[src/rtl/mcpf_pkg.sv]
// Shared types, codes and default sizes for the multi-channel pipe FIFO.
`timescale 1ns / 1ps

package mcpf_pkg;

    // Default sizing
    localparam int NUM_PIPES_DEF    = 12;
    localparam int BUFFER_DEPTH_DEF = 1024;

    // Command queue between front and back
    localparam int QUEUE_DEPTH = 2;
    localparam int QPTR_W      = 1;
    localparam int QCNT_W      = 2;

    typedef enum logic [1:0] {
        ACT_OPEN  = 2'd0,
        ACT_CLOSE = 2'd1,
        ACT_WRITE = 2'd2,
        ACT_READ  = 2'd3
    } action_t;

    typedef enum logic [2:0] {
        ST_OK      = 3'd0,
        ST_UNKNOWN = 3'd1,
        ST_NO_SLOT = 3'd2,
        ST_FULL    = 3'd3,
        ST_EMPTY   = 3'd4
    } status_t;

    // Control part of one queued command
    typedef struct packed {
        status_t status;
        logic    mem_wr;
        logic    mem_rd;
    } cmd_ctrl_t;

endpackage

[src/rtl/mcpf_queue.sv]
// Short command queue between the front end and the memory back end.
`timescale 1ns / 1ps

module mcpf_queue #(
    parameter int ADDR_W = 14
) (
    input  logic                clk,
    input  logic                rst_n,
    input  logic                push,
    input  mcpf_pkg::cmd_ctrl_t push_ctrl,
    input  logic [ADDR_W-1:0]   push_addr,
    input  logic [7:0]          push_wdata,
    output logic                full,
    input  logic                pop,
    output logic                head_valid,
    output mcpf_pkg::cmd_ctrl_t head_ctrl,
    output logic [ADDR_W-1:0]   head_addr,
    output logic [7:0]          head_wdata
);

    mcpf_pkg::cmd_ctrl_t           ctrl_reg  [mcpf_pkg::QUEUE_DEPTH];
    logic [ADDR_W-1:0]             addr_reg  [mcpf_pkg::QUEUE_DEPTH];
    logic [7:0]                    wdata_reg [mcpf_pkg::QUEUE_DEPTH];
    logic [mcpf_pkg::QPTR_W-1:0]   wr_ptr_reg;
    logic [mcpf_pkg::QPTR_W-1:0]   rd_ptr_reg;
    logic [mcpf_pkg::QCNT_W-1:0]   count_reg;
    logic [mcpf_pkg::QCNT_W-1:0]   count_next;
    logic                          do_push;
    logic                          do_pop;

    assign full       = (count_reg == mcpf_pkg::QCNT_W'(mcpf_pkg::QUEUE_DEPTH));
    assign head_valid = (count_reg != '0);
    assign head_ctrl  = ctrl_reg[rd_ptr_reg];
    assign head_addr  = addr_reg[rd_ptr_reg];
    assign head_wdata = wdata_reg[rd_ptr_reg];

    assign do_push = push && !full;
    assign do_pop  = pop && head_valid;

    // Occupancy
    always_comb
    begin
        count_next = count_reg;
        if (do_push && !do_pop)
        begin
            count_next = count_reg + 1'b1;
        end
        else if (do_pop && !do_push)
        begin
            count_next = count_reg - 1'b1;
        end
    end

    always_ff @(posedge clk or negedge rst_n)
    begin
        if (!rst_n)
        begin
            wr_ptr_reg <= '0;
            rd_ptr_reg <= '0;
            count_reg  <= '0;
        end
        else
        begin
            count_reg <= count_next;
            if (do_push)
            begin
                wr_ptr_reg <= wr_ptr_reg + 1'b1;
            end
            if (do_pop)
            begin
                rd_ptr_reg <= rd_ptr_reg + 1'b1;
            end
        end
    end

    // Entry storage
    always_ff @(posedge clk)
    begin
        if (do_push)
        begin
            ctrl_reg[wr_ptr_reg]  <= push_ctrl;
            addr_reg[wr_ptr_reg]  <= push_addr;
            wdata_reg[wr_ptr_reg] <= push_wdata;
        end
    end

endmodule

[config.mk]
export PLATFORM = sky130hd
export DESIGN_NAME = mcpf_queue
export DESIGN_NICKNAME = d
export VERILOG_FILES = /design/src/rtl/mcpf_pkg.sv /design/src/rtl/mcpf_queue.sv
export SDC_FILE = /design/constraint.sdc
export NUM_CORES = 1
export LEC_CHECK = 0
export BUFFER_PORTS_ARGS = -buffer_cell sky130_fd_sc_hd__buf_2
export CAP_MARGIN = 0
export CELL_PAD_IN_SITES_DETAIL_PLACEMENT = 2
export CELL_PAD_IN_SITES_GLOBAL_PLACEMENT = 2
export CORE_ASPECT_RATIO = 1.25
export CORE_MARGIN = 1
export CORE_UTILIZATION = 40
export DETAILED_ROUTE_END_ITERATION = 10
export GPL_ROUTABILITY_DRIVEN = 0
export PLACE_DENSITY_LB_ADDON = 0.12
export RECOVER_POWER = 25
export SLEW_MARGIN = 5
export SYNTH_ARGS = -nofsm -noshare
export SYNTH_HDL_FRONTEND = slang
export SYNTH_SLANG_ARGS = --single-unit
[constraint.sdc]
create_clock -name clk -period 5 [get_ports clk]
set_clock_uncertainty 0.15 [all_clocks]
set_input_delay 0.25 -clock clk [delete_from_list [all_inputs] [get_ports clk]]
set_output_delay 0.25 -clock clk [all_outputs]
set_load 0.01 [all_outputs]
# Word-level counts from Yosys, hierarchy flattened
# Memory sizes are Yosys's and may differ from the RTL's.
# Cells that the tools add are included.
classes:
  add_sub_neg: 4
  eq_ne: 1
  n_mux: 4
  n_reduce_logical: 9
ops:
  columns: ["op", "n"]
  rows:
  - ["1-bit logical AND", 4]
  - ["2-bit 2-to-1 mux", 2]
  - ["2-bit nonzero test", 2]
  - ["1-bit zero test", 3]
  - ["1-bit adder, second input constant", 2]
  - ["2-bit by 1-bit adder with 2-bit output, second input constant", 1]
  - ["2-bit == test, second input constant", 1]
  - ["1-bit 2-to-1 mux", 2]
  - ["2-bit by 1-bit subtractor with 2-bit output, second input constant", 1]
totals:
  register_bits: 4
  ramBits: 54
  in_bits: 31
  output_inout_bits: 29
  wordCells: 24
  n_memories: 3
mem_list:
  columns: ["memory", "words", "width", "read_ports", "rd_ports_with_merged_regs", "wr", "line", "rtl"]
  rows:
  - ["addr_reg", 2, 14, 1, 0, 1, "mcpf_queue.sv:22", "logic [ADDR_W-1:0] addr_reg [mcpf_pkg::QUEUE_DEPTH];"]
  - ["wdata_reg", 2, 8, 1, 0, 1, "mcpf_queue.sv:23", "logic [7:0] wdata_reg [mcpf_pkg::QUEUE_DEPTH];"]
  - ["ctrl_reg", 2, 5, 1, 0, 1, "mcpf_queue.sv:21", "mcpf_pkg::cmd_ctrl_t ctrl_reg [mcpf_pkg::QUEUE_DEPTH];"]

# Logic depth before layout (Yosys ltp)
logic_depth:
  depth_word: 7
  depth_mapped: 7
  depth_no_buf: 7

# Least setup slack after synthesis
# Ideal clock, no wire load.
synth_path:
  path_kind: "register to register"
  start: "register count_reg[0] (netlist bit)"
  end: "memory addr_reg[0][0] (enable)"
  setup_time_ns: 0.411
  arrival_ns: 1.771
  path_slack_ns: 2.668
  stages_incl_launch_ff: 4
  synth_period_minus_slack_ns: 2.332
  path_cell_list: "dfrtp_1 > nand2b_1 > nand2_1 > nor2_1"
synth_between:
  elab_chain_cells: 5
synth_rtl:
  columns: ["element", "line", "rtl"]
  rows:
  - ["start, declared", "mcpf_queue.sv:26", "logic [mcpf_pkg::QCNT_W-1:0] count_reg;"]
  - ["start signal, assigned", "mcpf_queue.sv:64", "count_reg <= count_next;"]
  - ["2-bit == test", "mcpf_queue.sv:31", "assign full = (count_reg == mcpf_pkg::QCNT_W'(mcpf_pkg::QUEUE_DEPTH));"]
  - ["1-bit zero test", "mcpf_queue.sv:37", "assign do_push = push && !full;"]
  - ["1-bit logical AND", "mcpf_queue.sv:37", null]
  - ["1-bit 2-to-1 mux", "mcpf_queue.sv:79", "if (do_push)"]
  - ["1-bit 2-to-1 mux (not written as such)", "mcpf_queue.sv:82", "addr_reg[wr_ptr_reg] <= push_addr;"]
  - ["end, declared", "mcpf_queue.sv:22", null]
# Every way passes these cells.

==> flow_metrics.env <==
export IMPL_layout_worst_path_cycle_share_pct=44.3
export IMPL_global_route_wire_length_before_repair_um=7800
export IMPL_post_synth_top_count_cell="sky130_fd_sc_hd__edfxtp_1"
export IMPL_dp_hpwl_um=2740
export IMPL_reg2reg_from="count_reg[0]$_DFFE_PN0P_"
export IMPL_post_route_minimum_period_ns=2.22
export IMPL_max_slew_margin_pct=43.0
export IMPL_cts_root_buf="sky130_fd_sc_hd__clkbuf_8"
export IMPL_rsz0062_at_grt="false"
export IMPL_ys_types=16
export IMPL_crit_type="flip-flop to output pin"
export IMPL_synthesis_instances=103
export IMPL_row_cnt=30
export IMPL_overflow=0
export IMPL_diodes=0
export IMPL_drtPass1Iterations=3
export IMPL_initial_drc_count=54
export IMPL_setup_reg_to_reg_worst_slack_ns=3.24
export IMPL_synth_async_reset_ratio_pct=6.90
export IMPL_drv_slew=0
export IMPL_endpoint_kind="output pin"
export IMPL_netlist_top_cells_area="sky130_fd_sc_hd__edfxtp_1 (72%), sky130_fd_sc_hd__mux2_4 (13%), sky130_fd_sc_hd__dfrtp_1 (4.5%)"
export IMPL_syn_nets=135
export IMPL_tritoncts="done"
export IMPL_floorplan_die_area_um2=5930
export IMPL_net_switching_power_mw=0.500
export IMPL_share_of_cells_above_drive_strength_1_pct=43.9
export IMPL_routed_wirelength_um=4800
export IMPL_worstSkewPairLatency_ns=0.32
export IMPL_worst_supply_voltage_drop_on_vdd_mv=0.303
export IMPL_fp_dieW_um=69.1
export IMPL_synthDominantAreaCellType="sky130_fd_sc_hd__edfxtp_1"
export IMPL_synth_sequential_area_ratio_pct=76.6
export IMPL_synth_top_cells_by_count="sky130_fd_sc_hd__edfxtp_1 (54), sky130_fd_sc_hd__mux2_4 (19), sky130_fd_sc_hd__mux2_2 (8)"
export IMPL_ant_nets=0
export IMPL_portBuffers=59
export IMPL_cts_post_setup_buffers_inserted=0
export IMPL_post_synth_edffs=54
export IMPL_maximum_fanout_along_the_worst_path=28
export IMPL_drc_errors=0
export IMPL_timing_critical_path_from_type="flip-flop"
export IMPL_grt_pass1_vias=1435
export IMPL_global_route_usage_total_pct=18.0
export IMPL_yosys_warnings=0
export IMPL_status="finished clean"
export IMPL_antenna_found_initial=0
export IMPL_clock_transition_at_the_registers_of_the_reported_paths_ns=0.06
export IMPL_floorplan_initialDensity_pct=41.6
export IMPL_timing_rr_end="count_reg[1]$_DFFE_PN0P_"
export IMPL_max_cap_violations=0
export IMPL_hold_viol_final=0
export IMPL_comb_power_share_pct=30.8
export IMPL_pwr_share_clk_pct=21.7
export IMPL_syn_cell_area_um2=2250
export IMPL_clock_tree_htree_level_count=3
export IMPL_power_leakage_nw=1.20
export IMPL_yosysTopAreaCellShare_pct=72.1
export IMPL_p_sw_share_pct=30.9
export IMPL_num_vias=1256
export IMPL_avgViaCountPerCell=4.67
export IMPL_nets=232
export IMPL_clock_path_buffers=2
export IMPL_synthToLayoutAreaGrowth_pct=33.8
export IMPL_worst_pin_slew_ns=0.855
export IMPL_worst_hold_path_type="primary input to flip-flop"
export IMPL_arrival_ns=1.82
export IMPL_totalNegativeSetupSlack_ns=0
export IMPL_die_height_um=85.8
export IMPL_clock_sinks=58
export IMPL_syn_avg_cell_area_um2=21.8
export IMPL_ioPinCount=60
export IMPL_finalSetupViolations=0
export IMPL_crit_end="head_ctrl[4]"
export IMPL_ys_dominant_reg_cell="sky130_fd_sc_hd__edfxtp_1"
export IMPL_seqPwrFrac_pct=47.5
export IMPL_core_area_um2=5410
export IMPL_reg2reg_depth=7
export IMPL_max_freq_mhz=451
export IMPL_totalPowerFinal_mw=1.62
export IMPL_cts_inserted_buffers=9
export IMPL_crit_start="rd_ptr_reg$_DFFE_PN0P_"
export IMPL_power_report_internal_total_mw=1.12
export IMPL_critPathRequiredTime_ns=4.60
export IMPL_avgRoutedWirePerCell_um=17.8
export IMPL_largest_reg_flops=28
export IMPL_grt_max_degree=29
export IMPL_power_density_cell_area_nw_per_um2=538
export IMPL_synthesis_stage_register_bit_count=58
-- worst min path at each step --
stage,slack [ns],cells past startpoint,to,startpoint
3_5_place_dp,-0.08,1,count_reg[1]$_DFFE_PN0P_,rst_n
3_3_place_gp,-0.09,1,count_reg[1]$_DFFE_PN0P_,rst_n
6_report,0.06,3,rd_ptr_reg$_DFFE_PN0P_,pop
5_1_grt,0.07,3,rd_ptr_reg$_DFFE_PN0P_,pop
2_1_floorplan,-0.20,0,count_reg[0]$_DFFE_PN0P_,rst_n
4_1_cts,0.04,3,rd_ptr_reg$_DFFE_PN0P_,pop
-- power groups by stage --
stage | clock network, mW | registers, mW | logic [mW]
global placement | 0 | 0.767 | 0.471
detailed placement | 0 | 0.778 | 0.485
CTS | 0.353 | 0.771 | 0.505
finish | 0.352 | 0.769 | 0.499
floorplan | 0 | 0.706 | 0.406
global route | 0.384 | 0.785 | 0.541
-- area by class of cell --
cell class	instances	area (um2)
Inverter	2	7.51
Multi-Input combinational cell	40	470
Clock inverter	5	21.3
Sequential cell	58	1720
Clock buffer	11	131
Tap cell	64	80.1
Timing Repair Buffer	89	576
Fill cell	505	2400
-- placed cells by master, fill, tap and decap left out --
| cell | instances |
|---|---|
| sky130_fd_sc_hd__inv_1 | 2 |
| sky130_fd_sc_hd__and3_1 | 1 |
| sky130_fd_sc_hd__or2_1 | 1 |
| sky130_fd_sc_hd__mux2_2 | 8 |
| sky130_fd_sc_hd__ha_1 | 1 |
| sky130_fd_sc_hd__nand2_1 | 1 |
| sky130_fd_sc_hd__nor2_1 | 1 |
| sky130_fd_sc_hd__mux2_4 | 19 |
| sky130_fd_sc_hd__clkinv_1 | 3 |
| sky130_fd_sc_hd__buf_2 | 47 |
| sky130_fd_sc_hd__dlygate4sd3_1 | 28 |
| sky130_fd_sc_hd__clkinv_2 | 2 |
| sky130_fd_sc_hd__xnor2_1 | 3 |
| sky130_fd_sc_hd__clkbuf_8 | 9 |
| sky130_fd_sc_hd__edfxtp_1 | 54 |
| sky130_fd_sc_hd__nor2_2 | 1 |
| sky130_fd_sc_hd__xor2_1 | 2 |
| sky130_fd_sc_hd__dfrtp_1 | 3 |
| sky130_fd_sc_hd__nand2b_1 | 1 |
| sky130_fd_sc_hd__dfrtp_2 | 1 |
| sky130_fd_sc_hd__nand2_2 | 1 |
| sky130_fd_sc_hd__buf_4 | 2 |
| sky130_fd_sc_hd__clkbuf_1 | 14 |
-- cells by family after synthesis --
family | Yosys count | synth area share, %
buffers and inverters | 5 | 2.62
multiplexers | 27 | 16.7
AND/OR/NAND/NOR | 7 | 1.61
flip-flops | 58 | 76.6
adder cells (fa/ha/maj) | 1 | 0.556
XOR/XNOR | 5 | 1.95
-- worst max-delay path: stages, from the launching register on --
cell and delay, ns:
sky130_fd_sc_hd__dfrtp_2 0.93, sky130_fd_sc_hd__mux2_2 0.42, sky130_fd_sc_hd__buf_2 0.14
-- stage by stage --
stage	hold slack (ns)	setup WS (ns)	util, %	instances	instance area (um2)
CTS	0.0445	2.74	55.9	269	3020
global placement	-0.0895	3.14	47.9	225	2590
detailed placement	-0.0817	3.10	47.9	225	2590
finish	0.0641	2.78	55.7	269	3010
floorplan	-0.196	2.67	-	103	2250
global route	0.0743	2.70	55.7	269	3010
-- timing repair --
action | CTS | global route
endpoints found under the hold margin | 58 | 0
gates resized for setup | 0 | 0
hold buffers | 28 | 0
-- routing by layer --
layer  routed length, um  GRT usage, %  vias to the layer above
met5                   0             0                        -
met1                1880          21.3                      621
li1                    -             -                      588
met2                2660          31.4                       40
met4                  50          6.12                        0
met3                 204          5.41                        7
(Power assumes the default switching activity.)
