--- config.mk ---
export PLATFORM = sky130hd
export DESIGN_NAME = mcpf_front
export DESIGN_NICKNAME = d
export VERILOG_FILES = /design/src/rtl/mcpf_pkg.sv /design/src/rtl/mcpf_front.sv
export SDC_FILE = /design/constraint.sdc
export NUM_CORES = 2
export LEC_CHECK = 0
export BUFFER_PORTS_ARGS = -buffer_cell sky130_fd_sc_hd__buf_2
export CORE_MARGIN = 5
export CORE_UTILIZATION = 43
export CTS_CLUSTER_SIZE = 8
export DETAILED_ROUTE_END_ITERATION = 6
export PLACE_DENSITY = 0.57
export RECOVER_POWER = 100
export SETUP_SLACK_MARGIN = 0.15
export SYNTH_ARGS = -nofsm -noshare
export SYNTH_HDL_FRONTEND = slang
export SYNTH_SLANG_ARGS = --single-unit
--- constraint.sdc ---
create_clock -name clk -period 5.7 [get_ports clk]
set_input_delay 0.285 -clock clk [delete_from_list [all_inputs] [get_ports clk]]
set_output_delay 0.285 -clock clk [all_outputs]
set_load 0.005 [all_outputs]
--- src/rtl/mcpf_pkg.sv ---
// Shared types, codes and default sizes for the multi-channel pipe FIFO.
`timescale 1ns / 1ps

package mcpf_pkg;

    // Default sizing
    localparam int NUM_PIPES_DEF    = 12;
    localparam int BUFFER_DEPTH_DEF = 1024;

    // Command queue between front and back
    localparam int QUEUE_DEPTH = 2;
    localparam int QPTR_W      = 1;
    localparam int QCNT_W      = 2;

    typedef enum logic [1:0] {
        ACT_OPEN  = 2'd0,
        ACT_CLOSE = 2'd1,
        ACT_WRITE = 2'd2,
        ACT_READ  = 2'd3
    } action_t;

    typedef enum logic [2:0] {
        ST_OK      = 3'd0,
        ST_UNKNOWN = 3'd1,
        ST_NO_SLOT = 3'd2,
        ST_FULL    = 3'd3,
        ST_EMPTY   = 3'd4
    } status_t;

    // Control part of one queued command
    typedef struct packed {
        status_t status;
        logic    mem_wr;
        logic    mem_rd;
    } cmd_ctrl_t;

endpackage

--- src/rtl/mcpf_front.sv ---
// Front end: id lookup, slot table, pointer bookkeeping and command issue.
`timescale 1ns / 1ps

module mcpf_front #(
    parameter int NUM_PIPES    = mcpf_pkg::NUM_PIPES_DEF,
    parameter int BUFFER_DEPTH = mcpf_pkg::BUFFER_DEPTH_DEF,
    parameter int ADDR_W       = $clog2(NUM_PIPES * BUFFER_DEPTH)
) (
    input  logic                  clk,
    input  logic                  rst_n,
    input  logic                  in_valid,
    output logic                  in_stall,
    input  logic [1:0]            action,
    input  logic [31:0]           pipe_id,
    input  logic [7:0]            write_byte,
    input  logic                  q_full,
    output logic                  q_push,
    output mcpf_pkg::cmd_ctrl_t   q_ctrl,
    output logic [ADDR_W-1:0]     q_addr,
    output logic [7:0]            q_wdata
);

    localparam int SLOT_W = (NUM_PIPES > 1) ? $clog2(NUM_PIPES) : 1;
    localparam int PTR_W  = $clog2(BUFFER_DEPTH);
    localparam int CNT_W  = $clog2(BUFFER_DEPTH + 1);

    // Slot table
    logic [NUM_PIPES-1:0] in_use_reg;
    logic [31:0]          id_reg  [NUM_PIPES];
    logic [PTR_W-1:0]     rp_reg  [NUM_PIPES];
    logic [PTR_W-1:0]     wp_reg  [NUM_PIPES];
    logic [CNT_W-1:0]     cnt_reg [NUM_PIPES];

    logic                 accept;
    logic [NUM_PIPES-1:0] match;
    logic                 hit;
    logic                 free_any;
    logic [SLOT_W-1:0]    hit_idx;
    logic [SLOT_W-1:0]    free_idx;
    logic [PTR_W-1:0]     cur_rp;
    logic [PTR_W-1:0]     cur_wp;
    logic [CNT_W-1:0]     cur_cnt;
    logic                 claim;
    logic                 release_slot;
    logic                 upd_en;
    logic [PTR_W-1:0]     rp_next;
    logic [PTR_W-1:0]     wp_next;
    logic [CNT_W-1:0]     cnt_next;
    logic [PTR_W-1:0]     mem_ptr;

    assign in_stall = q_full;
    assign accept   = in_valid && !q_full;

    // Parallel id compare and lowest-index pick
    always_comb
    begin
        hit_idx  = '0;
        free_idx = '0;
        for (int i = NUM_PIPES - 1; i >= 0; i--)
        begin
            match[i] = in_use_reg[i] && (id_reg[i] == pipe_id);
            if (match[i])
            begin
                hit_idx = SLOT_W'(i);
            end
            if (!in_use_reg[i])
            begin
                free_idx = SLOT_W'(i);
            end
        end
        hit      = |match;
        free_any = !(&in_use_reg);
    end

    assign cur_rp  = rp_reg[hit_idx];
    assign cur_wp  = wp_reg[hit_idx];
    assign cur_cnt = cnt_reg[hit_idx];

    // Classify the beat
    always_comb
    begin
        q_ctrl.status  = mcpf_pkg::ST_OK;
        q_ctrl.mem_wr  = 1'b0;
        q_ctrl.mem_rd  = 1'b0;
        claim          = 1'b0;
        release_slot   = 1'b0;
        upd_en         = 1'b0;
        rp_next        = cur_rp;
        wp_next        = cur_wp;
        cnt_next       = cur_cnt;
        mem_ptr        = cur_wp;
        unique case (mcpf_pkg::action_t'(action))
            mcpf_pkg::ACT_OPEN:
            begin
                if (!hit)
                begin
                    if (free_any)
                    begin
                        claim = 1'b1;
                    end
                    else
                    begin
                        q_ctrl.status = mcpf_pkg::ST_NO_SLOT;
                    end
                end
            end
            mcpf_pkg::ACT_CLOSE:
            begin
                if (hit)
                begin
                    release_slot = 1'b1;
                end
                else
                begin
                    q_ctrl.status = mcpf_pkg::ST_UNKNOWN;
                end
            end
            mcpf_pkg::ACT_WRITE:
            begin
                if (!hit)
                begin
                    q_ctrl.status = mcpf_pkg::ST_UNKNOWN;
                end
                else if (cur_cnt == CNT_W'(BUFFER_DEPTH))
                begin
                    q_ctrl.status = mcpf_pkg::ST_FULL;
                end
                else
                begin
                    q_ctrl.mem_wr = 1'b1;
                    upd_en        = 1'b1;
                    wp_next       = (cur_wp == PTR_W'(BUFFER_DEPTH - 1)) ? '0 : cur_wp + 1'b1;
                    cnt_next      = cur_cnt + 1'b1;
                end
            end
            mcpf_pkg::ACT_READ:
            begin
                mem_ptr = cur_rp;
                if (!hit)
                begin
                    q_ctrl.status = mcpf_pkg::ST_UNKNOWN;
                end
                else if (cur_cnt == '0)
                begin
                    q_ctrl.status = mcpf_pkg::ST_EMPTY;
                end
                else
                begin
                    q_ctrl.mem_rd = 1'b1;
                    upd_en        = 1'b1;
                    rp_next       = (cur_rp == PTR_W'(BUFFER_DEPTH - 1)) ? '0 : cur_rp + 1'b1;
                    cnt_next      = cur_cnt - 1'b1;
                end
            end
        endcase
    end

    // Byte address of this pipe's entry
    assign q_addr  = ADDR_W'(hit_idx) * ADDR_W'(BUFFER_DEPTH) + ADDR_W'(mem_ptr);
    assign q_wdata = write_byte;
    assign q_push  = accept;

    // Slot state
    always_ff @(posedge clk or negedge rst_n)
    begin
        if (!rst_n)
        begin
            in_use_reg <= '0;
            for (int i = 0; i < NUM_PIPES; i++)
            begin
                rp_reg[i]  <= '0;
                wp_reg[i]  <= '0;
                cnt_reg[i] <= '0;
            end
        end
        else if (accept)
        begin
            if (claim)
            begin
                in_use_reg[free_idx] <= 1'b1;
                rp_reg[free_idx]     <= '0;
                wp_reg[free_idx]     <= '0;
                cnt_reg[free_idx]    <= '0;
            end
            if (release_slot)
            begin
                in_use_reg[hit_idx] <= 1'b0;
            end
            if (upd_en)
            begin
                rp_reg[hit_idx]  <= rp_next;
                wp_reg[hit_idx]  <= wp_next;
                cnt_reg[hit_idx] <= cnt_next;
            end
        end
    end

    // Pipe ids, meaningful only while the slot is in use
    always_ff @(posedge clk)
    begin
        if (accept && claim)
        begin
            id_reg[free_idx] <= pipe_id;
        end
    end

endmodule

Word level (Yosys, flattened, before mapping)
Memories as Yosys holds them, arrays and structs flattened.
Index checks and enable logic that the tools add are counted.
W data, S select, Z words.
{"block": "totals", "out_inout_bits": 29, "mem_bits_rw": 384, "inputBits": 46, "rom_bits": 0, "word_cells": 198, "latchBits": 0, "ff_bits": 384, "memories": 1}
{"block": "op_classes", "order_cmp": 8, "n_div": 0, "n_eq_ne": 18, "muxes": 96, "shift": 0, "bitwise_logic": 10, "reduce_logical": 23, "n_mul": 0, "add_sub_neg": 5}
{"name": "id_reg", "words": 12, "width": 32, "read_ports": 12, "rd_clocked_by_memory_dff": 0, "wr": 1, "line": "mcpf_front.sv:29", "rtl": "logic [31:0] id_reg [NUM_PIPES];"}
{"operator": "$mux W120", "count": 6}
{"operator": "$mux W132", "count": 3}
{"operator": "$eq A32 B32 Y1", "count": 12}
{"operator": "$and A120 B120 Y120", "count": 2}
{"operator": "$bwmux W120", "count": 2}
{"operator": "$mux W10", "count": 15}
{"operator": "$and A132 B132 Y132", "count": 1}
{"operator": "$bwmux W132", "count": 1}
{"operator": "$not A132 Y132", "count": 1}
{"operator": "$not A120 Y120", "count": 1}
{"operator": "$mux W4", "count": 24}
{"operator": "$demux W11 S4", "count": 2}
{"operator": "$mux W11", "count": 8}
{"operator": "$bmux W10 S4", "count": 2}
{"operator": "$demux W10 S4", "count": 2}
{"operator": "$bmux W11 S4", "count": 1}
{"operator": "$mux W12", "count": 3}
{"operator": "$pmux W11 S2", "count": 1}
{"operator": "$add A10 B1 Y10 const B", "count": 2}
{"operator": "$eq A10 B10 Y1 const B", "count": 2}
{"operator": "$logic_and A1 B1 Y1", "count": 18}
{"operator": "$mux W1", "count": 16}
{"operator": "$add A14 B10 Y14", "count": 1}
{"operator": "$and A12 B12 Y12", "count": 1}
{"operator": "other kinds (22)", "count": 33}

Depth between registers and ports, before layout
An unclocked memory read counts as a cell.
{"block": "logic_depth", "word_depth": 26, "ltp_mapped": 25, "depth_no_buf": 18}

Worst setup path before layout
OpenSTA, ideal clock, no wires.
{"block": "synth_path", "path_type": "input port to flip-flop", "from": "input pipe_id[21]", "to": "register cnt_reg[109] (netlist name)", "slack_ns": 0.551, "path_stages": 22, "n_path_buf": 7, "arrival_time_ns": 5.021, "setup_time_ns": 0.128, "t_required_ns": 5.572, "cell_sequence": "buf_4 -> buf_6 -> xor2_1 -> nor4_1 -> nand4_1 -> nor4_2 -> o211ai_1 -> a211oi_4 -> buf_6 -> buf_6 -> buf_4 -> mux2_2 -> o21a_1 -> inv_1 -> clkbuf_1 -> ha_1 -> inv_1 -> nor4_1 -> mux2_2 -> a211oi_1 -> buf_2 -> mux2i_1"}
{"block": "synth_via", "elab_chain_cells": 24, "word_cells_on_any_way": 66, "classes_between": "add/sub: 2; order compare: 2; eq/ne: 13; mux: 33; bitwise: 1; reduce/logical: 15"}
{"element": "start, declared", "line": "mcpf_front.sv:14", "rtl": "input logic [31:0] pipe_id,"}
{"element": "$eq A32 B32 Y1", "line": "mcpf_front.sv:61", "rtl": "match[i] = in_use_reg[i] && (id_reg[i] == pipe_id);"}
{"element": "$logic_and A1 B1 Y1", "line": "mcpf_front.sv:61"}
{"element": "$mux W4 (12 in a row)", "line": "mcpf_front.sv:62", "rtl": "if (match[i])"}
{"element": "$not A4 Y5 (implied by the code)", "line": "mcpf_front.sv:77, mcpf_front.sv:193"}
{"element": "$bmux W11 S4", "line": "mcpf_front.sv:77", "rtl": "assign cur_cnt = cnt_reg[hit_idx];"}
{"element": "$mux W11 (implied by the code) (2 in a row)", "line": "mcpf_front.sv:77"}
{"element": "$sub A11 B1 Y11 (tied with other cells)", "line": "mcpf_front.sv:152", "rtl": "cnt_next = cur_cnt - 1'b1;"}
{"element": "$mux W11 (on tied branches)", "line": "mcpf_front.sv:143, mcpf_front.sv:124"}
{"element": "$mux W11 (on tied branches)", "line": "mcpf_front.sv:139, mcpf_front.sv:120"}
{"element": "$pmux W11 S2", "line": "mcpf_front.sv:92", "rtl": "unique case (mcpf_pkg::action_t'(action))"}
{"element": "$bwmux W132", "line": "mcpf_front.sv:193", "rtl": "cnt_reg[hit_idx] <= cnt_next;"}
{"element": "$mux W132 (*)", "line": "mcpf_front.sv:189", "rtl": "if (upd_en)"}
{"element": "end signal, assigned by index", "line": "mcpf_front.sv:193"}
{"element": "end, declared", "line": "mcpf_front.sv:32", "rtl": "logic [CNT_W-1:0] cnt_reg [NUM_PIPES];"}
Mark *: on every way between the ends. The rest lies on a longest branch, timed or not. The select of a mux whose other input is x is not followed.
A chain may end at the register's enable or synchronous reset.

Worst setup path in the final report
{"block": "layout_path", "from": "input pipe_id[18]", "to": "register rp_reg[76] (netlist name)"}
{"block": "layout_via", "elab_chain_cells": 25, "word_cells_on_any_way": 68, "classes_between": "add/sub: 1; order compare: 2; eq/ne: 14; mux: 35; bitwise: 1; reduce/logical: 15"}
{"element": "$eq A32 B32 Y1", "line": "mcpf_front.sv:61"}
{"element": "$logic_and A1 B1 Y1", "line": "mcpf_front.sv:61"}
{"element": "$mux W4 (12 in a row)", "line": "mcpf_front.sv:62"}
{"element": "$not A4 Y5 (implied by the code)", "line": "mcpf_front.sv:75, mcpf_front.sv:77, mcpf_front.sv:191"}
{"element": "$bmux W10 S4", "line": "mcpf_front.sv:75", "rtl": "assign cur_rp = rp_reg[hit_idx];"}
{"element": "$mux W10 (implied by the code) (2 in a row)", "line": "mcpf_front.sv:75"}
{"element": "$add A10 B1 Y10 or $eq A10 B10 Y1 (tied branches)", "line": "mcpf_front.sv:151", "rtl": "rp_next = (cur_rp == PTR_W'(BUFFER_DEPTH - 1)) ? '0 : cur_rp + 1'b1;"}
{"element": "$mux W10", "line": "mcpf_front.sv:151"}
{"element": "$mux W10", "line": "mcpf_front.sv:143", "rtl": "else if (cur_cnt == '0)"}
{"element": "$mux W10", "line": "mcpf_front.sv:139", "rtl": "if (!hit)"}
{"element": "$mux W10", "line": "mcpf_front.sv:92"}
{"element": "$bwmux W120", "line": "mcpf_front.sv:191", "rtl": "rp_reg[hit_idx] <= rp_next;"}
{"element": "$mux W120 (*)", "line": "mcpf_front.sv:189"}
{"element": "end signal, assigned by index", "line": "mcpf_front.sv:191"}
{"element": "end, declared", "line": "mcpf_front.sv:30", "rtl": "logic [PTR_W-1:0] rp_reg [NUM_PIPES];"}
Marks and branches as above.

==> key figures <==
Status
  – Status: finished with violations
  – Failing checks: max-capacitance violations, max-slew violations

Placement
  – IO buf count: slightly below 60
  – Final Wtd Congestion: ~0.9
  – HPWL Detailed: ~84000 microns

Yosys
  – Cell variety after synth: 94
  – Synth Flop Type: edfxtp_1
  – Synth Register Bits: 768
  – Async SR Flop Fraction: ~50%
  – Syn Inst Count: between 3000 and 4000
  – Seq/Total Area, Yosys: 56.4%
  – Yosys warning count: 0
  – Post-Syn Nets: 3436
  – Post-synthesis average cell area: about 11 sq um
  – Post-synthesis cell area: 37500 sq um
  – Post-synth EDFFs: roughly 380

Route
  – Residual DRC count: 0
  – Drt wl/cell: roughly 28 microns
  – Met3 WL: between 10000 and 15000 microns
  – Vias/cell: approximately 6.2
  – DRT iter0 DRCs: 3700
  – Top routing layer used: met5
  – Wire length on met2: 61100 microns
  – First drt pass iteration count: 7
  – Met1 WL: 58400 microns
  – Final ANT Viol Nets: 0
  – Via Count: between 30000 and 40000
  – Routed WL: about 140000 microns

STA
  – Min cycle time layout: roughly 5.6 ns
  – Slew HR: -78.4%
  – Worst-margin pin slew: ~2.7 ns
  – Max-slew violations: 228
  – RSZ-0062 raised after global routing: true
  – Tcrit/Tclk final: between 90% and 100%
  – Setup Viol. Count Final: 0
  – Hold Fails Final Rpt: 0
  – Worst Skew: 0.0396 ns
  – Fmax: 179 MHz

GRT
  – Total congestion overflow: 0
  – Largest net degree at the start of global routing: approximately 120
  – Vias in the first global route: approximately 29000
  – Initial antenna violation count: 2
  – First-pass GRT wire length: approximately 190000 microns
  – GRT Total Usage: a little over a quarter

Critical path
  – Crit path max fanout: 26
  – CP endpoint kind: register
  – Worst path max stage delay: 0.54 ns
  – Kind of critical path: in2reg
  – Arr. time, crit path: between 6 and 7 ns
  – Crit start category: input port
  – Critical path data required time: roughly 6.3 ns
  – Worst path most repeated cell: buf_4
  – CP max-delay cell: clkbuf_1
  – R2r setup slk: ~0.12 ns

Floorplanning
  – Core area: just under 90000 sq um
  – Die span in x: roughly 310 microns
  – Die Ht: 305 microns
  – IO Pins: 75
  – Die area: 93200 sq um
  – Row cnt: roughly 110
  – Starting density of the core: ~43%

Clocking
  – CTS root buffer: clkbuf_16
  – Worst-Skew Late Latency: about 0.7 ns
  – Clock Pin Slew Worst Setup and Hold Paths: about 0.050 ns
  – TritonCTS clock tree: yes
  – CTS Sinks: around 770
  – Clk buf depth: 3
  – CTS Buf Count: 106
  – H-tree levels: 3

Power
  – Net Sw Frac: a little under a quarter
  – P_leak: ~18 nW
  – NetSw: roughly 2.9 mW
  – Clock Power Share: around 47%
  – VDD IR-drop max: ~240 uV
  – Cell Int Power: 9.51 mW
  – Seq pwr share: 47.6%
  – Combinational share of power: roughly 5.7%
  – Tot Pwr: roughly 12 mW
  – Power per Cell Area: about 270 nW/um^2

Finish
  – Fin util: around 54%
  – Syn-to-layout area delta: 23.8%
  – Share of post-route cells with drive strength above 1: between 20% and 30%
  – Antenna fix cells: 0
  – Most frequent cells in the layout: nand3_1, dfrtp_1, edfxtp_1
  – Max reg flops: around 380
  – Layout Nets: roughly 3800
  – Most common cell after layout, fill and taps aside: nand3_1
  – Filler cells: 7445

Run
  – Max Cap Violations: 3

Worst hold path
  – Worst hold-check path type: in2reg
## synth_stat cells (15+ instances only)
library cell	count	share of area, %
edfxtp_1	384	31
nand4b_1	15	0.35
o211ai_1	16	0.32
o21ai_1	139	1.9
a21oi_1	35	0.47
nor2b_1	21	0.35
nor4_1	150	2.5
nand4_1	59	0.98
buf_2	59	0.79
mux2i_1	119	3.2
nand3_1	479	6.4
clkbuf_1	114	1.1
nand2b_1	16	0.27
xor2_1	311	7.3
xnor2_1	80	1.9
inv_1	37	0.37
dfrtp_1	384	26
mux2_2	24	0.72
buf_6	16	0.48
nand2_1	278	2.8
nor3_1	43	0.57
o21ai_0	230	3.1
nor2_1	74	0.74
and3_1	16	0.27
buf_4	45	0.90
## what timing repair did
action / CTS / global route
gates resized for setup: 47 / 212
setup endpoints to repair: 378 / 381
pin swaps: 26 / 56
cloned: 0 / 39
endpoints found under the hold margin: 119 / 0
hold buffers: 15 / 0
setup buffers: 23 / 39
## critical path, delay by kind of cell
kind            cells  cell delay [ns]
simple gates        8             1.33
xor+xnor            1             0.28
mux                 1             0.31
compound gates      5             0.91
fa+ha+maj           1             0.17
buf+inv            14             2.81
## routing by layer
layer  vias up  GRT usage (%)
met3       296           5.03
met1     15200           39.5
met4         2           7.86
li1      13100              -
met2      1781           40.9
met5         -              0
## final timing paths
path | startpoint | to | cells past startpoint
min in group asynchronous | rst_n | cnt_reg[65]$_DFFE_PN0P_ | 2
worst min register to register | cnt_reg[34]$_DFFE_PN0P_ | cnt_reg[34]$_DFFE_PN0P_ | 2
worst max register to register | id_reg[4][19]$_DFFE_PP_ | cnt_reg[7]$_DFFE_PN0P_ | 25
max in group asynchronous | rst_n | rp_reg[9]$_DFFE_PN0P_ | 3
worst min-delay path | pipe_id[28] | id_reg[10][28]$_DFFE_PP_ | 1
worst max-delay path | pipe_id[18] | rp_reg[76]$_DFFE_PN0P_ | 30
## cell type report
type | count | area [sq um] | area share, %
well taps | 1155 | 1450 | 3.11
clock buffers | 134 | 2780 | 5.99
repair buffers | 492 | 4910 | 10.6
inverters | 37 | 139 | 0.299
clock inverters | 7 | 186 | 0.402
multi-input cells | 2327 | 15800 | 34.1
flip-flops and latches | 768 | 21100 | 45.5
## power by group through the flow
stage	combinational (mW)	sequential, mW	clock [mW]
finish	0.706	5.94	5.82
global placement	0.681	6.03	0
detailed placement	0.689	6.03	0
global route	0.753	5.94	6.13
CTS	0.708	5.94	5.88
floorplan	0.328	6.01	0
## through the flow
stage	hold WS, ns	setup TNS [ns]	cell area, sq um	std cells	setup slack [ns]
2_1_floorplan	-0.0106	0	37500	3385	0.551
3_5_place_dp	0.389	-187.83	41200	4663	-0.794
3_3_place_gp	0.366	-169.29	41200	4663	-0.724
6_report	0.0639	0	46400	4920	0.105
5_1_grt	0.0321	-0.684	46400	4920	-0.0506
4_1_cts	0.00204	0	44700	4842	0.139
## kinds of logic after synthesis
group | share of synthesized area [%]
buffers and inverters | 3.89
muxes | 3.96
AOI/OAI and AO/OA | 9.33
DFF | 56.4
and+or+nand+nor | 17.1
xor gates and xnor gates | 9.22
adders and majority gates | 0.167
Power figures use the tool's default switching activity.
